`src/rtl/core/abk_pkg.sv`:
```
// Package for the angle/bias Kalman filter: payload and divider types,
// register indexes and the signed 32-bit saturation helper. No dependencies.
package abk_pkg;

   localparam int unsigned CsrIndexWidth = 2;

   typedef enum logic [CsrIndexWidth-1:0] {
      CSR_ANGLE_NOISE = 2'd0,
      CSR_BIAS_NOISE  = 2'd1,
      CSR_MEAS_NOISE  = 2'd2,
      CSR_UNUSED      = 2'd3
   } csr_index_type;

   typedef enum logic {
      OP_UPDATE = 1'b0,
      OP_LOAD   = 1'b1
   } opcode_type;

   typedef struct packed {
      logic               opcode;
      logic signed [31:0] measured_angle;
      logic signed [31:0] measured_rate;
      logic [30:0]        time_step;
   } req_type;

   typedef struct packed {
      logic signed [31:0] angle_estimate;
      logic signed [31:0] bias_estimate;
      logic               saturated;
   } rsp_type;

   typedef struct packed {
      logic               start;
      logic signed [31:0] num;
      logic signed [32:0] den;
   } div_req_type;

   typedef struct packed {
      logic               done;
      logic               clip;
      logic signed [31:0] quot;
   } div_rsp_type;

   typedef struct packed {
      logic               clip;
      logic signed [31:0] val;
   } sat_type;

   function automatic sat_type sat32(input logic signed [35:0] v);
      sat_type r;
      r.clip = 1'b0;
      r.val  = v[31:0];
      if (v > 36'sd2147483647) begin
         r.clip = 1'b1;
         r.val  = 32'sh7fffffff;
      end else if (v < -36'sd2147483648) begin
         r.clip = 1'b1;
         r.val  = 32'sh80000000;
      end
      return r;
   endfunction

endpackage

```
`src/rtl/core/abk_div.sv`:
```
// Iterative restoring divider for the Kalman gains: (num * 2^30) / den,
// truncated toward zero and saturated to 32 bits. Uses abk_pkg.
module abk_div (
   input  logic                 clock,
   input  logic                 reset,
   input  abk_pkg::div_req_type div_req,
   output abk_pkg::div_rsp_type div_rsp
);
   import abk_pkg::*;

   logic        busy_ff;
   logic [5:0]  cnt_ff;
   logic        neg_ff;
   logic        zero_ff;
   logic [61:0] quo_ff;
   logic [32:0] dvs_ff;
   logic [32:0] rem_ff;
   div_rsp_type rsp_ff;

   logic [33:0] trial;
   logic [33:0] diff;
   logic [31:0] num_mag;
   logic [32:0] den_mag;

   assign num_mag = div_req.num[31] ? 32'(-div_req.num) : 32'(div_req.num);
   assign den_mag = div_req.den[32] ? 33'(-div_req.den) : 33'(div_req.den);
   assign trial   = {rem_ff, quo_ff[61]};
   assign diff    = trial - {1'b0, dvs_ff};

   always_ff @(posedge clock) begin
      if (reset) begin
         busy_ff     <= 1'b0;
         rsp_ff.done <= 1'b0;
      end else begin
         rsp_ff.done <= 1'b0;
         if (div_req.start) begin
            busy_ff <= 1'b1;
            cnt_ff  <= 6'd62;
            neg_ff  <= div_req.num[31] ^ div_req.den[32];
            zero_ff <= (div_req.den == '0);
            quo_ff  <= {num_mag, 30'd0};
            dvs_ff  <= den_mag;
            rem_ff  <= '0;
         end else if (busy_ff) begin
            if (cnt_ff != '0) begin
               cnt_ff <= cnt_ff - 6'd1;
               if (!diff[33]) begin
                  rem_ff <= diff[32:0];
                  quo_ff <= {quo_ff[60:0], 1'b1};
               end else begin
                  rem_ff <= trial[32:0];
                  quo_ff <= {quo_ff[60:0], 1'b0};
               end
            end else begin
               busy_ff     <= 1'b0;
               rsp_ff.done <= 1'b1;
               rsp_ff.clip <= 1'b0;
               if (zero_ff) begin
                  rsp_ff.quot <= '0;
               end else if (!neg_ff) begin
                  if (quo_ff > 62'h7fffffff) begin
                     rsp_ff.clip <= 1'b1;
                     rsp_ff.quot <= 32'sh7fffffff;
                  end else begin
                     rsp_ff.quot <= quo_ff[31:0];
                  end
               end else begin
                  if (quo_ff > 62'h80000000) begin
                     rsp_ff.clip <= 1'b1;
                     rsp_ff.quot <= 32'sh80000000;
                  end else begin
                     rsp_ff.quot <= 32'(-quo_ff[31:0]);
                  end
               end
            end
         end
      end
   end

   assign div_rsp = rsp_ff;

endmodule

```
`config.mk`:
```
export PLATFORM = sky130hd
export DESIGN_NAME = abk_div
export DESIGN_NICKNAME = d
export VERILOG_FILES = /design/src/rtl/core/abk_pkg.sv /design/src/rtl/core/abk_div.sv
export SDC_FILE = /design/constraint.sdc
export NUM_CORES = 1
export LEC_CHECK = 0
export ABC_AREA = 1
export BUFFER_PORTS_ARGS = -buffer_cell sky130_fd_sc_hd__buf_2
export CAP_MARGIN = 30
export CORE_MARGIN = 2
export CORE_UTILIZATION = 29
export DETAILED_ROUTE_END_ITERATION = 8
export PLACE_DENSITY = 0.49
export SYNTH_ARGS = -nofsm -noshare
export SYNTH_HDL_FRONTEND = slang
export SYNTH_SLANG_ARGS = --single-unit
```
`constraint.sdc`:
```
create_clock -name clock -period 19.6 [get_ports clock]
set_clock_uncertainty 0.15 [all_clocks]
set_input_delay 2.94 -clock clock [delete_from_list [all_inputs] [get_ports clock]]
set_output_delay 2.94 -clock clock [all_outputs]
set_load 0.005 [all_outputs]
```
==> results.toml <==
[finish]
regArea_mm2 = 0.005115
areaGrowthSynthToFinish_pct = 13.43
mostFrequentLayoutCell = "nand2_1"
fill_cells = 4540
area_used_by_multi_input_combinational_logic_mm2 = 0.006077
instances_no_fill = 2308
layout.nets = 1865
antenna_cells_inserted = 0
drive_gt1_share_pct = 10.97
layout.cells.most_common_list = "nand2_1 (414), inv_1 (262), nor2_1 (226), edfxtp_1 (169), nand3_1 (130)"

[place]
place_congestion = 0.8380
dp.final_hpwl_um = 24860
io_buffer_count = 101
placed_cells_incl_taps = 2277

[timing]
fmaxAchievable_ghz = 0.1861
worst-slew-pin-transition_ps = 987.7
hold_ws_ps = 337.7
worst_slew_margin_rel_pct = 34.00
grt_setup_unrepaired = "no"
finalSetupViolations = 0
setup_total_negative_slack_ps = 0
period_needed_ps = 5373
post-route-period-util_pct = 27.41
final_hold_viol_count = 0
final-max-slew-violation-count = 0

[synthesis]
mappedNetlistNets = 1780
portion_of_the_post_synthesis_area_used_by_sequential_elements_pct = 41.30
synth_top_flop_cell = "edfxtp_1"
synth.avg_cell_area_um2 = 7.408
synth_top_family_by_area = "simple AND/OR/NAND/NOR gates"
yosys.cell_types.count = 44
synth_xor_xnor_area_share_pct = 6.506
synthMuxAreaShare_pct = 0
post_synth_inst_count = 1672
ys_async_sr_fraction_pct = 0
synthAdderAreaFrac_pct = 4.101
ys_warn_count = 0
synthesized_area_fraction_occupied_by_ao_oa_aoi_and_oai_cells_pct = 6.718
ys_ff_latch = 171
yosys.area_share.simple_pct = 31.54
synth_enable_flop_cells = 169
synthesis.area_mm2 = 0.01239

[critical_path]
timing.critical_path.mode_cell = "buf_4"
timing.critical_path.arrival_ps = 5310
critPathSlowestCell = "buf_4"
worst-r2r-cell-count = 10
crit_chain = "buf_2, buf_4, inv_2, buf_4, a21oi_4, buf_4"
cp-end-kind = "flop"
setup.worst_path.start_class = "input pin"
crit_path_cell_count = 6
crit_fanout = 61
worst_path_required_time_ps = 19540
timing.critical_path.slowest_cell_delay_ps = 620
worstSetupPathType = "input pin to flop"
cpLargestDelayFamily = "buffers and inverters"
cp_num_buf_inv = 5

[power]
power_density_mw_per_mm2 = 76.57
total_power_mw = 1.076
power.combinational.fraction_pct = 25.1
power_frac_clock_pct = 33.0
internal_power_uw = 723.4
switch_share_pct = 32.75
irDropWorstVdd_uv = 45.49
p_leak_nw = 6.400
power_switching_uw = 352.3
sequential_power_share_pct = 41.8

[clock_tree]
clock_sink_count = 171
cts_hold_repair.buffers = 0
clock_buffers_created_by_tritoncts = 17
cts_resized = 0
cts-htree-levels = 4
cts_root_buffer = "clkbuf_16"
cts_tree = "yes"
cts_post_setup_buffers_inserted = 0
clk-insertion-delay-late_ps = 460
clockBufferDepth = 2
path_clk_slew_ps = 70

[routing]
drc = 0
route.detailed.wl_per_inst_um = 14.43
route.vias.total = 10700
wirelength_um = 33300
post_drt_via_cell_ratio = 4.636
drtAntennaViolNets = 0
number_of_drc_violations_after_detailed_routing_iteration_0 = 655
detail_route.first_pass.iterations = 4

[min_path]
hold_path.class = "flop to flop"
hold_depth = 2

[global_routing]
grt_remaining_overflow = 0
maximum_number_of_pins_on_one_net_before_global_route_repair = 62
number_of_global_route_vias_before_repair = 10330
grt_pass1_wl_um = 53940
antenna_found_initial = 0
grt.total_usage_pct = 15.36

[floorplanning]
die_h_um = 210.7
pin_count = 102
die_w_um = 210.7
initial_core_util_pct = 29.46
die_area_mm2 = 0.04438
core-area_mm2 = 0.04204
placement_rows = 75

[flow_run]
drv_cap = 0

[run_status]
outcome = "completed"
through the flow:
stage,instance area [um2],worst slack (ps),utilization (%)
3_5_place_dp,13450,13700,32.00
2_1_floorplan,12390,10420,-
6_report,14050,14230,33.42
5_1_grt,14050,13990,33.42
4_1_cts,14050,14190,33.42
3_3_place_gp,13430,13730,31.94
registers in the layout, summed over array words and instances (netlist names):
name and flops:
busy_ff 1, cnt_ff 6, div_rsp 34, dvs_ff 33, neg_ff 1, quo_ff 62, rem_ff 33, zero_ff 1
power by group through the flow:
stage,Combinational [mW],Sequential (mW),Clock [mW]
floorplan,0.203,0.454,0
global placement,0.269,0.457,0
detailed placement,0.271,0.458,0
CTS,0.272,0.450,0.362
global route,0.310,0.453,0.373
finish,0.270,0.450,0.355
path summary, 6_finish.rpt:
path | from | endpoint | slack, ps
max | div_req[65] | rem_ff[5] | 14230
min | busy_ff | div_rsp[33] | 340
max reg2reg | quo_ff[61] | div_rsp[27] | 15800
min reg2reg | busy_ff | div_rsp[33] | 340
kinds of logic (layout without fill, tap and decap cells):
family / count (synthesis) / after routing
AND/OR/NAND/NOR: 900 / 900
buffers and inverters: 310 / 407
flip-flops: 171 / 171
AO/OA/AOI/OAI: 159 / 159
XOR/XNOR: 92 / 92
adder cells (fa/ha/maj): 40 / 40
cell usage after synthesis, types with 3 or more instances:
| cell type | instances | area, um2 |
|---|---|---|
| a21oi_1 | 64 | 320.3 |
| a31oi_1 | 10 | 62.56 |
| and2_1 | 7 | 43.79 |
| buf_4 | 5 | 37.54 |
| clkbuf_1 | 33 | 123.9 |
| edfxtp_1 | 169 | 5075 |
| ha_1 | 39 | 488.0 |
| inv_1 | 262 | 983.4 |
| inv_2 | 3 | 11.26 |
| nand2_1 | 414 | 1554 |
| nand2_2 | 5 | 31.28 |
| nand2_4 | 7 | 78.83 |
| nand3_1 | 130 | 650.6 |
| nand3_2 | 3 | 30.03 |
| nand3b_1 | 9 | 67.56 |
| nand4_1 | 22 | 137.6 |
| nor2_1 | 227 | 852.1 |
| nor2_2 | 23 | 143.9 |
| nor3_1 | 29 | 145.1 |
| nor4_1 | 8 | 50.05 |
| o21ai_0 | 73 | 365.4 |
| o21ai_1 | 3 | 15.01 |
| or2_2 | 9 | 56.30 |
| xnor2_1 | 14 | 122.6 |
| xor2_1 | 78 | 683.2 |
cell type report:
type,count,area share (%)
multi-input cells,1191,43.26
clock buffers,17,3.028
flip-flops and latches,171,36.41
well taps,539,4.800
clock inverters,14,1.202
repair buffers,109,4.168
inverters,267,7.134
worst min-delay path, stage by stage (launching register included):
cell,delay (ps)
dfxtp_1,310
inv_1,80
nor4_1,60
routing by layer:
metal	wire, um	track usage, %
met1	16710	22.02
met4	403	4.420
met5	0	0
met3	1443	2.483
met2	14740	23.84
(Power assumes the default switching activity.)
